==> config.mk <==
export PLATFORM = sky130hd
export DESIGN_NAME = rgb_led_mix_duty_solver_unit
export DESIGN_NICKNAME = d
export VERILOG_FILES = /design/src/hdl/rlmds_pkg.sv /design/src/hdl/rlmds_ctrl.sv /design/src/hdl/rlmds_dpath.sv /design/src/hdl/rgb_led_mix_duty_solver_unit.sv
export SDC_FILE = /design/constraint.sdc
export NUM_CORES = 2
export LEC_CHECK = 0
export BUFFER_PORTS_ARGS = -buffer_cell sky130_fd_sc_hd__buf_2
export CAP_MARGIN = 0
export CORE_ASPECT_RATIO = 0.75
export CORE_MARGIN = 2
export CORE_UTILIZATION = 50
export CTS_CLUSTER_DIAMETER = 60
export CTS_CLUSTER_SIZE = 28
export DETAILED_ROUTE_END_ITERATION = 16
export PLACE_DENSITY = 0.66
export SYNTH_ARGS = -nofsm -noshare
export SYNTH_HDL_FRONTEND = slang
export SYNTH_HIERARCHICAL = 1
export SYNTH_SLANG_ARGS = --single-unit
==> constraint.sdc <==
create_clock -name clk -period 20 [get_ports clk]
set_clock_uncertainty 0.05 [all_clocks]
set_input_delay 4 -clock clk [delete_from_list [all_inputs] [get_ports clk]]
set_output_delay 4 -clock clk [all_outputs]
set_load 0.005 [all_outputs]
==> src/hdl/rlmds_pkg.sv <==
package rlmds_pkg;

    // Field widths fixed by the interface.
    localparam int COORD_FIELD_W = 16;
    localparam int DUTY_FIELD_W  = 16;
    localparam int LUM_W         = 16;
    localparam int CFG_DATA_W    = 32;
    localparam int CFG_INDEX_W   = 3;

    // Datapath widths, sized for the widest coordinate setting.
    localparam int P_W    = COORD_FIELD_W + 1;   // signed coordinate difference
    localparam int A_W    = 54;                  // multiplier operand A, signed
    localparam int B_W    = 17;                  // multiplier operand B, signed
    localparam int PROD_W = A_W + B_W;           // full product
    localparam int M_W    = 35;                  // cofactor, signed
    localparam int S_W    = 54;                  // determinant sum, signed
    localparam int T_W    = 54;                  // y times |cofactor|
    localparam int WIDE_W = 70;                  // numerator, denominator, remainder

    // Configuration register indexes.
    localparam logic [CFG_INDEX_W-1:0] CFG_RED_CHROMA     = 3'd0;
    localparam logic [CFG_INDEX_W-1:0] CFG_GREEN_CHROMA   = 3'd1;
    localparam logic [CFG_INDEX_W-1:0] CFG_BLUE_CHROMA    = 3'd2;
    localparam logic [CFG_INDEX_W-1:0] CFG_RED_INTENSITY  = 3'd3;
    localparam logic [CFG_INDEX_W-1:0] CFG_GREEN_INTENSITY = 3'd4;
    localparam logic [CFG_INDEX_W-1:0] CFG_BLUE_INTENSITY = 3'd5;

    // Channel codes.
    localparam logic [1:0] CH_RED   = 2'd0;
    localparam logic [1:0] CH_GREEN = 2'd1;
    localparam logic [1:0] CH_BLUE  = 2'd2;

    typedef struct packed {
        logic [COORD_FIELD_W-1:0] target_x;
        logic [COORD_FIELD_W-1:0] target_y;
        logic [LUM_W-1:0]         target_luminance;
    } target_t;

    typedef struct packed {
        logic [DUTY_FIELD_W-1:0] duty_red;
        logic [DUTY_FIELD_W-1:0] duty_green;
        logic [DUTY_FIELD_W-1:0] duty_blue;
        logic                    singular;
    } result_t;

    // Multiply and accumulate steps of the solve.
    typedef enum logic [3:0] {
        STEP_MR_A,
        STEP_MR_B,
        STEP_MG_A,
        STEP_MG_B,
        STEP_MB_A,
        STEP_MB_B,
        STEP_S_R,
        STEP_S_G,
        STEP_S_B,
        STEP_CM,
        STEP_NUM,
        STEP_DEN
    } step_t;

    typedef enum logic [2:0] {
        ST_IDLE,
        ST_MUL,
        ST_ACC,
        ST_CHECK,
        ST_DIV_INIT,
        ST_DIV_STEP,
        ST_DIV_STORE,
        ST_DONE
    } ctl_state_t;

    typedef struct packed {
        logic       load;
        logic       mul;
        logic       acc;
        logic       check;
        logic       div_init;
        logic       div_step;
        logic       div_store;
        logic       commit;
        step_t      step;
        logic [1:0] ch;
    } dp_cmd_t;

    typedef struct packed {
        logic singular;
    } dp_status_t;

endpackage

==> src/hdl/rlmds_ctrl.sv <==
module rlmds_ctrl
    import rlmds_pkg::*;
#(
    parameter int DUTY_BITS = 16
)
(
    input  logic       clk,
    input  logic       rst_n,
    input  logic       start,
    output logic       busy,
    output logic       done,
    output dp_cmd_t    cmd,
    input  dp_status_t status
);

    localparam int CNT_W = (DUTY_BITS > 1) ? $clog2(DUTY_BITS) : 1;
    localparam logic [CNT_W-1:0] CntLast = CNT_W'(DUTY_BITS - 1);

    ctl_state_t       state_reg, state_next;
    step_t            step_reg, step_next;
    logic [1:0]       ch_reg, ch_next;
    logic [CNT_W-1:0] cnt_reg, cnt_next;
    logic             done_reg, done_next;
    logic             sing_reg, sing_next;

    always_ff @(posedge clk or negedge rst_n)
    begin
        if (!rst_n)
        begin
            state_reg <= ST_IDLE;
            step_reg  <= STEP_MR_A;
            ch_reg    <= CH_RED;
            cnt_reg   <= '0;
            done_reg  <= 1'b0;
            sing_reg  <= 1'b0;
        end
        else
        begin
            state_reg <= state_next;
            step_reg  <= step_next;
            ch_reg    <= ch_next;
            cnt_reg   <= cnt_next;
            done_reg  <= done_next;
            sing_reg  <= sing_next;
        end
    end

    // Next state.
    always_comb
    begin
        state_next = state_reg;
        step_next  = step_reg;
        ch_next    = ch_reg;
        cnt_next   = cnt_reg;
        sing_next  = sing_reg;
        case (state_reg)
            ST_IDLE:
            begin
                if (start)
                begin
                    state_next = ST_MUL;
                    step_next  = STEP_MR_A;
                    ch_next    = CH_RED;
                end
            end
            ST_MUL:
            begin
                state_next = ST_ACC;
            end
            ST_ACC:
            begin
                state_next = ST_MUL;
                case (step_reg)
                    STEP_MR_A: step_next = STEP_MR_B;
                    STEP_MR_B: step_next = STEP_MG_A;
                    STEP_MG_A: step_next = STEP_MG_B;
                    STEP_MG_B: step_next = STEP_MB_A;
                    STEP_MB_A: step_next = STEP_MB_B;
                    STEP_MB_B: step_next = STEP_S_R;
                    STEP_S_R:  step_next = STEP_S_G;
                    STEP_S_G:  step_next = STEP_S_B;
                    STEP_S_B:  state_next = ST_CHECK;
                    STEP_CM:   step_next = STEP_NUM;
                    STEP_NUM:  step_next = STEP_DEN;
                    STEP_DEN:  state_next = ST_DIV_INIT;
                    default:   state_next = ST_IDLE;
                endcase
            end
            ST_CHECK:
            begin
                sing_next = status.singular;
                if (status.singular)
                begin
                    state_next = ST_DONE;
                end
                else
                begin
                    state_next = ST_MUL;
                    step_next  = STEP_CM;
                    ch_next    = CH_RED;
                end
            end
            ST_DIV_INIT:
            begin
                state_next = ST_DIV_STEP;
                cnt_next   = '0;
            end
            ST_DIV_STEP:
            begin
                cnt_next = cnt_reg + 1'b1;
                if (cnt_reg == CntLast)
                begin
                    state_next = ST_DIV_STORE;
                end
            end
            ST_DIV_STORE:
            begin
                if (ch_reg == CH_BLUE)
                begin
                    state_next = ST_DONE;
                end
                else
                begin
                    state_next = ST_MUL;
                    step_next  = STEP_CM;
                    ch_next    = ch_reg + 1'b1;
                end
            end
            ST_DONE:
            begin
                state_next = ST_IDLE;
            end
            default:
            begin
                state_next = ST_IDLE;
            end
        endcase
    end

    // Outputs.
    always_comb
    begin
        cmd           = '0;
        cmd.step      = step_reg;
        cmd.ch        = ch_reg;
        cmd.load      = (state_reg == ST_IDLE) && start;
        cmd.mul       = (state_reg == ST_MUL);
        cmd.acc       = (state_reg == ST_ACC);
        cmd.check     = (state_reg == ST_CHECK);
        cmd.div_init  = (state_reg == ST_DIV_INIT);
        cmd.div_step  = (state_reg == ST_DIV_STEP);
        cmd.div_store = (state_reg == ST_DIV_STORE);
        cmd.commit    = (state_reg == ST_DONE) && !sing_reg;
        done_next     = (state_reg == ST_DONE);
        busy          = (state_reg != ST_IDLE);
        done          = done_reg;
    end

`ifndef ASSERT_OFF
    // An accepted word always starts the solve.
    a_start_busy: assert property (@(posedge clk) disable iff (!rst_n)
        start && !busy |=> busy)
        else $error("accepted word did not start the solve");

    // The result strobe comes as the controller returns to idle.
    a_done_idle: assert property (@(posedge clk) disable iff (!rst_n)
        done |-> !busy)
        else $error("result strobe while busy");

    // One strobe per word.
    a_done_pulse: assert property (@(posedge clk) disable iff (!rst_n)
        done |=> !done)
        else $error("result strobe longer than one cycle");

    // The divider only runs for channels of a solvable system.
    a_div_sing: assert property (@(posedge clk) disable iff (!rst_n)
        state_reg == ST_DIV_STEP |-> !sing_reg)
        else $error("divider running on a singular system");
`endif

endmodule

==> src/hdl/rlmds_dpath.sv <==
module rlmds_dpath
    import rlmds_pkg::*;
#(
    parameter int DUTY_BITS  = 16,
    parameter int COORD_BITS = 16
)
(
    input  logic                   clk,
    input  logic                   rst_n,
    input  logic                   cfg_we,
    input  logic [CFG_INDEX_W-1:0] cfg_index,
    input  logic [CFG_DATA_W-1:0]  cfg_data,
    input  target_t                target,
    input  dp_cmd_t                cmd,
    output dp_status_t             status,
    output result_t                result
);

    localparam logic [COORD_FIELD_W-1:0] CoordMask =
        COORD_FIELD_W'((32'd1 << COORD_BITS) - 32'd1);
    localparam logic [DUTY_BITS-1:0] DutyFull = {DUTY_BITS{1'b1}};

    // Configuration.
    logic [CFG_DATA_W-1:0]  chroma_reg [3];
    logic [LUM_W-1:0]       inten_reg  [3];

    // Latched target.
    logic [COORD_FIELD_W-1:0] tx_reg, ty_reg;
    logic [LUM_W-1:0]         lum_reg;

    // Arithmetic state.
    logic signed [PROD_W-1:0] prod_reg;
    logic signed [S_W-1:0]    acc_reg;
    logic signed [M_W-1:0]    mr_reg, mg_reg, mb_reg;
    logic signed [S_W-1:0]    s_reg;
    logic [T_W-1:0]           t_reg;
    logic [WIDE_W-1:0]        rem_reg, den_reg;
    logic [DUTY_BITS-1:0]     q_reg;
    logic                     neg_reg, ge_reg;
    logic [DUTY_BITS-1:0]     stage_reg [3];
    logic [DUTY_BITS-1:0]     held_reg  [3];
    logic                     sing_reg;

    logic [COORD_FIELD_W-1:0] cx [3];
    logic [COORD_FIELD_W-1:0] cy [3];
    logic signed [P_W-1:0]    p [3];
    logic signed [P_W-1:0]    q [3];
    logic signed [A_W-1:0]    op_a;
    logic signed [B_W-1:0]    op_b;
    logic signed [PROD_W-1:0] prod_next;
    logic signed [M_W-1:0]    m_sel;
    logic [M_W-1:0]           m_abs;
    logic [S_W-1:0]           s_abs;
    logic signed [S_W-1:0]    prod_s;
    logic signed [M_W-1:0]    prod_m;
    logic [WIDE_W-1:0]        rem_dbl;
    logic [DUTY_BITS-1:0]     duty_val;

    always_comb
    begin
        for (int i = 0; i < 3; i++)
        begin
            cx[i] = chroma_reg[i][15:0] & CoordMask;
            cy[i] = chroma_reg[i][31:16] & CoordMask;
            p[i]  = $signed({1'b0, tx_reg}) - $signed({1'b0, cx[i]});
            q[i]  = $signed({1'b0, ty_reg}) - $signed({1'b0, cy[i]});
        end
    end

    always_comb
    begin
        case (cmd.ch)
            CH_RED:   m_sel = mr_reg;
            CH_GREEN: m_sel = mg_reg;
            default:  m_sel = mb_reg;
        endcase
        m_abs = m_sel[M_W-1] ? M_W'(-m_sel) : M_W'(m_sel);
        s_abs = s_reg[S_W-1] ? S_W'(-s_reg) : S_W'(s_reg);
    end

    // Operand selection for the shared multiplier.
    always_comb
    begin
        case (cmd.step)
            STEP_MR_A: begin op_a = A_W'(p[1]); op_b = B_W'(q[2]); end
            STEP_MR_B: begin op_a = A_W'(p[2]); op_b = B_W'(q[1]); end
            STEP_MG_A: begin op_a = A_W'(p[2]); op_b = B_W'(q[0]); end
            STEP_MG_B: begin op_a = A_W'(p[0]); op_b = B_W'(q[2]); end
            STEP_MB_A: begin op_a = A_W'(p[0]); op_b = B_W'(q[1]); end
            STEP_MB_B: begin op_a = A_W'(p[1]); op_b = B_W'(q[0]); end
            STEP_S_R:
            begin
                op_a = A_W'(mr_reg);
                op_b = $signed(B_W'(cy[0]));
            end
            STEP_S_G:
            begin
                op_a = A_W'(mg_reg);
                op_b = $signed(B_W'(cy[1]));
            end
            STEP_S_B:
            begin
                op_a = A_W'(mb_reg);
                op_b = $signed(B_W'(cy[2]));
            end
            STEP_CM:
            begin
                op_a = $signed(A_W'(m_abs));
                op_b = $signed(B_W'(cy[cmd.ch]));
            end
            STEP_NUM:
            begin
                op_a = $signed(A_W'(t_reg));
                op_b = $signed(B_W'(lum_reg));
            end
            STEP_DEN:
            begin
                op_a = $signed(A_W'(s_abs));
                op_b = $signed(B_W'(inten_reg[cmd.ch]));
            end
            default:
            begin
                op_a = '0;
                op_b = '0;
            end
        endcase
        prod_next = op_a * op_b;
    end

    assign prod_s  = $signed(prod_reg[S_W-1:0]);
    assign prod_m  = $signed(prod_reg[M_W-1:0]);
    assign rem_dbl = {rem_reg[WIDE_W-2:0], 1'b0};

    always_comb
    begin
        if (neg_reg)
            duty_val = '0;
        else if (ge_reg)
            duty_val = DutyFull;
        else
            duty_val = q_reg;
    end

    always_comb
    begin
        status.singular = (cy[0] == '0) || (cy[1] == '0) || (cy[2] == '0) ||
                          (inten_reg[0] == '0) || (inten_reg[1] == '0) ||
                          (inten_reg[2] == '0) || (s_reg == '0);
    end

    // Configuration and held duties carry a reset value.
    always_ff @(posedge clk or negedge rst_n)
    begin
        if (!rst_n)
        begin
            for (int i = 0; i < 3; i++)
            begin
                chroma_reg[i] <= '0;
                inten_reg[i]  <= '0;
                held_reg[i]   <= '0;
            end
            sing_reg <= 1'b0;
        end
        else
        begin
            if (cfg_we)
            begin
                case (cfg_index)
                    CFG_RED_CHROMA:      chroma_reg[0] <= cfg_data;
                    CFG_GREEN_CHROMA:    chroma_reg[1] <= cfg_data;
                    CFG_BLUE_CHROMA:     chroma_reg[2] <= cfg_data;
                    CFG_RED_INTENSITY:   inten_reg[0]  <= cfg_data[LUM_W-1:0];
                    CFG_GREEN_INTENSITY: inten_reg[1]  <= cfg_data[LUM_W-1:0];
                    CFG_BLUE_INTENSITY:  inten_reg[2]  <= cfg_data[LUM_W-1:0];
                    default:             ;
                endcase
            end
            if (cmd.check)
            begin
                sing_reg <= status.singular;
            end
            if (cmd.commit)
            begin
                for (int i = 0; i < 3; i++)
                begin
                    held_reg[i] <= stage_reg[i];
                end
            end
        end
    end

    // Working registers.
    always_ff @(posedge clk)
    begin
        if (cmd.load)
        begin
            tx_reg  <= target.target_x & CoordMask;
            ty_reg  <= target.target_y & CoordMask;
            lum_reg <= target.target_luminance;
        end
        if (cmd.mul)
        begin
            prod_reg <= prod_next;
        end
        if (cmd.acc)
        begin
            case (cmd.step)
                STEP_MR_A, STEP_MG_A, STEP_MB_A: acc_reg <= S_W'(prod_m);
                STEP_MR_B: mr_reg <= M_W'(acc_reg) - prod_m;
                STEP_MG_B: mg_reg <= M_W'(acc_reg) - prod_m;
                STEP_MB_B: mb_reg <= M_W'(acc_reg) - prod_m;
                STEP_S_R:  acc_reg <= prod_s;
                STEP_S_G:  acc_reg <= acc_reg + prod_s;
                STEP_S_B:  s_reg <= acc_reg + prod_s;
                STEP_CM:   t_reg <= prod_reg[T_W-1:0];
                STEP_NUM:  rem_reg <= prod_reg[WIDE_W-1:0];
                STEP_DEN:  den_reg <= prod_reg[WIDE_W-1:0];
                default:   ;
            endcase
        end
        if (cmd.div_init)
        begin
            q_reg   <= '0;
            ge_reg  <= (rem_reg >= den_reg);
            neg_reg <= (m_sel[M_W-1] != s_reg[S_W-1]);
        end
        if (cmd.div_step)
        begin
            if (rem_dbl >= den_reg)
            begin
                rem_reg <= rem_dbl - den_reg;
                q_reg   <= {q_reg[DUTY_BITS-2:0], 1'b1};
            end
            else
            begin
                rem_reg <= rem_dbl;
                q_reg   <= {q_reg[DUTY_BITS-2:0], 1'b0};
            end
        end
        if (cmd.div_store)
        begin
            stage_reg[cmd.ch] <= duty_val;
        end
    end

    always_comb
    begin
        result.duty_red   = DUTY_FIELD_W'(held_reg[0]);
        result.duty_green = DUTY_FIELD_W'(held_reg[1]);
        result.duty_blue  = DUTY_FIELD_W'(held_reg[2]);
        result.singular   = sing_reg;
    end

endmodule

==> src/hdl/rgb_led_mix_duty_solver_unit.sv <==
// RGB LED duty solver. Write the chromaticity (x in bits 15:0, y in bits
// 31:16) and full-duty luminance of each LED through the configuration
// channel while the block is idle, then pulse start with a target x, y and
// luminance whenever busy is low. The block solves the three-LED mixing
// system with one shared signed multiplier and a restoring divider, one
// quotient bit per cycle. A solvable word runs the nine cofactor and
// determinant products, each a multiply then an accumulate step, and then
// for each channel three more products and the division before the done
// strobe. A word whose system is singular finishes after the determinant
// check, repeats the previous duties and sets singular. The result is
// valid for the single cycle in which done is high and cannot be held off,
// so the receiver must take it then. The configuration channel is always
// ready; writes to indexes past the blue intensity are ignored.
module rgb_led_mix_duty_solver_unit
    import rlmds_pkg::*;
#(
    parameter int DUTY_BITS  = 16,
    parameter int COORD_BITS = 16
)
(
    input  logic                   clk,
    input  logic                   rst_n,
    input  logic                   start,
    output logic                   busy,
    input  target_t                target,
    output logic                   done,
    output result_t                result,
    input  logic                   cfg_valid,
    output logic                   cfg_ready,
    input  logic [CFG_INDEX_W-1:0] cfg_index,
    input  logic [CFG_DATA_W-1:0]  cfg_data
);

    dp_cmd_t    cmd;
    dp_status_t status;

    // Configuration registers are plain flops and take a word every cycle.
    assign cfg_ready = 1'b1;

    rlmds_ctrl #(
        .DUTY_BITS (DUTY_BITS)
    ) u_ctrl (
        .clk    (clk),
        .rst_n  (rst_n),
        .start  (start),
        .busy   (busy),
        .done   (done),
        .cmd    (cmd),
        .status (status)
    );

    rlmds_dpath #(
        .DUTY_BITS  (DUTY_BITS),
        .COORD_BITS (COORD_BITS)
    ) u_dpath (
        .clk       (clk),
        .rst_n     (rst_n),
        .cfg_we    (cfg_valid && cfg_ready),
        .cfg_index (cfg_index),
        .cfg_data  (cfg_data),
        .target    (target),
        .cmd       (cmd),
        .status    (status),
        .result    (result)
    );

endmodule
* Yosys cells after proc, flatten, opt, wreduce, memory -nomap -nowiden
Memory sizes are Yosys's and may differ from the RTL's. A register that Yosys moved wholly into a read port is not among the register bits. Cells that the tools add are included.
Storage, ports and cells: bits in registers 702, bits in writable memories 48, bits of input ports 87, output and inout bits 52, logic and storage cells 172, memories 1
Operators by class: $add $sub $neg 13, multiply operators 1, $lt $le $gt $ge 3, equal/unequal tests 32, muxes and demuxes 39, bitwise logic cells 1, reduce and logical (&&, ||, !) cells 55
Memory list:
- u_dpath.stage_reg | words 3, bits a word 16, read ports 3, clocked after memory_dff 3, write ports 1, line rlmds_dpath.sv:40 | logic [DUTY_BITS-1:0] stage_reg [3];
Operators with widths (count):
- 54-bit one-hot mux with 9 select lines | 1
- 70-bit two-way mux | 4
- 54-bit one-hot mux with 3 select lines | 1
- 17-bit one-hot mux with 9 select lines | 1
- 70-bit greater-or-equal comparator | 2
- 16-bit two-way mux | 8
- 16-bit by 16-bit subtractor with 17-bit output | 6
- 16-bit logical NOT | 6
- 54-bit by 17-bit multiplier with 70-bit output | 1
- 35-bit one-hot mux with 2 select lines | 1
- 70-bit subtractor | 1
- 16-bit binary-select mux with 2-bit select | 2
- 54-bit adder | 1
- 54-bit logical NOT | 1
- 54-bit two-way mux | 1
- 54-bit negation | 1
- 4-bit one-hot mux with 10 select lines | 1
- 35-bit two-way mux | 1
- 35-bit negation | 1
- 35-bit subtractor | 1
- 2-bit AND reduction | 15
- 3-bit one-hot mux with 8 select lines | 1
- 4-bit == test (second input constant) | 5
- 3-bit == test (second input constant) | 6
- other kinds (37) | 75

* Logic depth before layout (Yosys ltp)
depth in word-level cells 9, gate-level depth with buffers 48, depth with buffers taken out 45

* Modules after synthesis
Netlist, hierarchy kept.
By module, submodules not included:
- rlmds_dpath | instances 1, cells each 7777, area an instance 75996.6 um2, seq. area each 22576.7 um2
- rlmds_ctrl | instances 1, cells each 104, area an instance 919.6 um2, seq. area each 375.4 um2
- rgb_led_mix_duty_solver_unit | instances 1, cells each 2, area an instance 11.3 um2, seq. area each 0.0 um2

* Worst setup path after synthesis
OpenSTA, ideal clock, no wires.
path kind reg2reg, start point reg u_ctrl.step_reg[1], end point reg u_dpath.prod_reg[62] (data pin), library setup time 264 ps, arrival 9991 ps, required time 19686 ps, slack 9695 ps, stages on the path, launching flop included 40, path buffers 2, period minus slack after synthesis 10305 ps, path through dfrtp_1 -> clkbuf_1 -> nand2_1 -> nor2_1 -> a21oi_1 -> nor2_1 -> nor2_1 -> a21oi_1 -> ha_1 -> nor2b_1 -> o31a_1 -> o41ai_1 -> o2111ai_1 -> a31o_2 -> a21o_1 -> a21oi_1 -> mux2i_1 -> a211oi_1 -> [4 not listed] -> fa_1 -> fa_1 -> fa_1 -> inv_1 -> fa_1 -> inv_1 -> ha_1 -> a21o_1 -> a21o_1 -> a221oi_1 -> o21a_1 -> o21ai_0 -> o21a_1 -> a21boi_0 -> o311ai_0 -> a31o_2 -> a221oi_1 -> xnor2_1
Between the ends: cells in the longest elaborated chain, start to end 4
RTL lines:
- start, declared | line rlmds_ctrl.sv:20 | step_t step_reg, step_next;
- start signal, assigned | line rlmds_ctrl.sv:40 | step_reg <= step_next;
- 4-bit by 3-bit == test with 1-bit output, or another cell as far along | line rlmds_dpath.sv:84 | case (cmd.step)
- 2-bit OR reduction (no source line)
- 54-bit one-hot mux with 9 select lines or 17-bit one-hot mux with 9 select lines (tied branches) | line rlmds_dpath.sv:84
- 54-bit by 17-bit multiplier with 70-bit output (*) | line rlmds_dpath.sv:127 | prod_next = op_a * op_b;
- named net u_dpath.prod_next[62] | line rlmds_dpath.sv:50 | logic signed [PROD_W-1:0] prod_next;
- end signal, assigned | line rlmds_dpath.sv:203 | prod_reg <= prod_next;
- end, declared | line rlmds_dpath.sv:32 | logic signed [PROD_W-1:0] prod_reg;
The timed path passes the listed nets; every way through them passes the cells marked *. A chain may end at the register's enable or synchronous reset.

* Final worst setup path
start point reg u_ctrl.step_reg[0], end point reg u_dpath.prod_reg[62] (data pin)
The elaborated chain is that of the path after synthesis.

==> qor.csv <==
stage,metric,value,unit
setup_path,crit start category,flip-flop,
sta,Max Freq,75.41,MHz
floorplan,area of the core,152500,um^2
clock_network,clk sink count,799,
yosys,Yosys cell types,101,
floorplan,IO Pins,139,
sta,min Tclk post-route,13.26,ns
clock_network,"Clk Latency, worst-skew pair",0.71,ns
yosys,Post-Syn Area,76930,um^2
placed_design,Final HPWL DP,178700,um
drt,drt drc,0,
drt,drt via density,5.937,
drt,WL final,231300,um
drt,Routed WL per cell,23.31,um
yosys,syn_area_per_cell,9.759,um^2
floorplan,starting density of the core,50.44,%
sta,unrepaired setup endpoints after global routing,no,
run,Max Cap Viol,0,
layout,share of cells above drive strength 1,8.199,%
sta,final slew viol count,0,
global_route,first-pass GRT wire length,357200,um
sta,transition time of the tightest slew-check pin,1.279,ns
floorplan,Chip Width,456.9,um
placed_design,Placed Area,79980,um^2
setup_path,type of the worst setup path,flip-flop to flip-flop,
layout,fin area,82640,um^2
setup_path,r2r setup slk,6.74,ns
clock_network,post-CTS sizing,0,
global_route,vias in the first global route,59154,
setup_path,crit path launch,u_ctrl/step_reg[0]$_DFFE_PN0P_,
layout,Largest register FFs,96,
placed_design,Port Buffers,137,
sta,setup_tns,0,ns
clock_network,H-tree Lvls,3,
global_route,GRT Total Usage,29.58,%
yosys,"FF+latch count, synth",799,
sta,Slew HR,14.29,%
yosys,Ys Warns,6,
sta,Fin Hold WS,0.4242,ns
clock_network,Hold Buf Count CTS,0,
yosys,async set-or-reset flop fraction in the synthesized netlist,26.03,%
setup_path,Critical Path End,u_dpath/prod_reg[62]$_DFFE_PP_,
setup_path,r2r endpoint,u_dpath/prod_reg[62]$_DFFE_PP_,
setup_path,CP required,20.39,ns
setup_path,Worst R2R Start,u_ctrl/step_reg[0]$_DFFE_PN0P_,
global_route,largest net degree at the start of global routing,157,
setup_path,CP Capture Type,flip-flop,
sta,Fin. Hold Viols,0,
clock_network,post-CTS setup buffer count,0,
setup_path,most frequent CP cell,fa_1,
drt,post-route ant nets,0,
layout,post-layout util,54.19,%
clock_network,cts bufs inserted,72,
global_route,initial antenna violation count,9,
drt,via count,58905,
floorplan,Die Area,157000,um^2
setup_path,Worst path slowest cell,nor2_1,
min_path,Worst Hold Class,flip-flop to flip-flop,
run_status,status,"finished, final reports clean",
drt,TritonRoute pass-1 iters,7,
setup_path,worst-path fanout max,42,
global_route,grt ovf,0,
yosys,ys flop type,edfxtp_1,
setup_path,"slowest stage delay, CP",0.83,ns
setup_path,CP arrival,13.65,ns
placed_design,RePlAce Congestion,0.9678,
layout,nets,9236,
setup_path,worst r2r path cells,43,
yosys,Mapped Cells,7883,
clock_network,Max Root-Sink Buffers,3,
floorplan,site row count,124,
yosys,sequential area share after synthesis,29.84,%
yosys,Syn Nets,9274,
drt,1st-iter DRT viols,5962,
yosys,Post-synth EDFFs,591,
clock_network,clk root buf,clkbuf_16,
sta,setup violators final,0,
floorplan,DIE HEIGHT,343.7,um
clock_network,clk slew on worst S/H paths,0.08,ns
layout,synth-to-layout area growth,7.426,%
clock_network,CTS tree,built,
sta,crit share post-route,66.30,%
==> routing by layer <==
layer,share of wire (%),global-route usage [%]
met5,0.033,0.3550
met4,3.9,10.56
met3,9.2,5.639
met2,44,45.55
met1,42,41.87
==> Yosys cell counts, drive strengths merged (36+ instances only) <==
master  count  share of area (%)
o21ai     335                2.2
dfrtp     208                6.8
nor4       56               0.46
o21bai     47               0.46
nor2      609                3.0
mux2i      98                1.3
a211oi     36               0.40
nand4      62               0.52
nor2b     123                1.0
nor3       44               0.29
a22o       37               0.42
xor2      125                1.4
fa        852                 22
nand3     102               0.68
nand2b     87               0.71
o31ai      41               0.42
o21a       37               0.36
a22oi      71               0.69
a21o      138                1.3
mux2      170                2.5
ha        452                7.4
nand2     836                4.1
xnor2     224                2.6
inv      1167                5.7
edfxtp    591                 23
and3       44               0.36
and2       96               0.78
buf        52               0.33
clkbuf    308                1.5
a21oi     427                2.8
==> logic make-up after synthesis <==
logic type      Yosys count  share of synthesized area (%)
compound gates         1472                          12.46
xor+xnor                349                          3.973
fa+ha+maj              1304                          29.52
mux                     268                          3.769
buf+inv                1529                          7.539
simple gates           2161                          12.90
other cells               1                       0.004875
flops                   799                          29.84
==> worst min-delay path by stage <==
stage / startpoint / endpoint / slack [ns] / depth (start not counted)
detailed placement: u_dpath/stage_reg[0][15]$_DFFE_PP_ / u_dpath/result[48]$_DFFE_PN0P_ / 0.41 / 1
finish: u_dpath/stage_reg[1][3]$_DFFE_PP_ / u_dpath/result[20]$_DFFE_PN0P_ / 0.42 / 1
global placement: u_dpath/stage_reg[0][7]$_DFFE_PP_ / u_dpath/result[40]$_DFFE_PN0P_ / 0.41 / 1
global route: u_dpath/stage_reg[1][3]$_DFFE_PP_ / u_dpath/result[20]$_DFFE_PN0P_ / 0.44 / 1
floorplan: u_dpath/prod_reg[61]$_DFFE_PP_ / u_dpath/den_reg[61]$_DFFE_PP_ / 0.37 / 0
CTS: u_dpath/stage_reg[1][3]$_DFFE_PP_ / u_dpath/result[20]$_DFFE_PN0P_ / 0.42 / 1
==> critical path: cells and delay by family (launching register included) <==
family,cells,cell delay [ns]
compound gates,18,4.53
xor+xnor,1,0.14
fa+ha+maj,9,3.97
buf+inv,7,1.59
flops,1,0.72
simple gates,8,1.97
==> stage by stage <==
step	instances	setup slack, ns
after floorplan	7883	9.695
after global placement	9787	7.333
after detailed placement	9787	7.048
after CTS	9919	6.958
after global routing	9920	6.033
final	9922	6.739
==> area by class of cell <==
class	instances	area [um^2]
Fill cell	13608	69870
Multi-Input combinational cell	5555	48570
Sequential cell	799	22960
Inverter	1169	4390
Tap cell	2016	2522
Clock buffer	75	1856
Timing Repair Buffer	248	1540
Clock inverter	57	798.3
Antenna cell	3	7.507
==> cells in the final DEF (no fill, tap or decap), drive strengths merged, types with 23 or more instances in the layout <==
master	n
o221ai	33
nand3	102
dfrtp	208
nor2b	123
o21a	37
a21o	138
ha	452
a31oi	35
a221o	28
nand4	62
o21ai	335
mux2	170
fa	852
inv	1194
edfxtp	591
a22o	37
a21oi	427
a211oi	36
xor2	125
nor2	609
o21bai	47
buf	247
clkbuf	76
nand2b	87
and2	96
and3	44
a22oi	71
or3	24
xnor2	224
mux2i	98
clkinv	27
o31ai	41
o211ai	24
nor3	44
nor4	56
nand2	836
a211o	23
a221oi	29
Power is left out: the tool's default activity adds up to more than one toggle a clock period on the data nets, which glitch-free logic cannot reach.
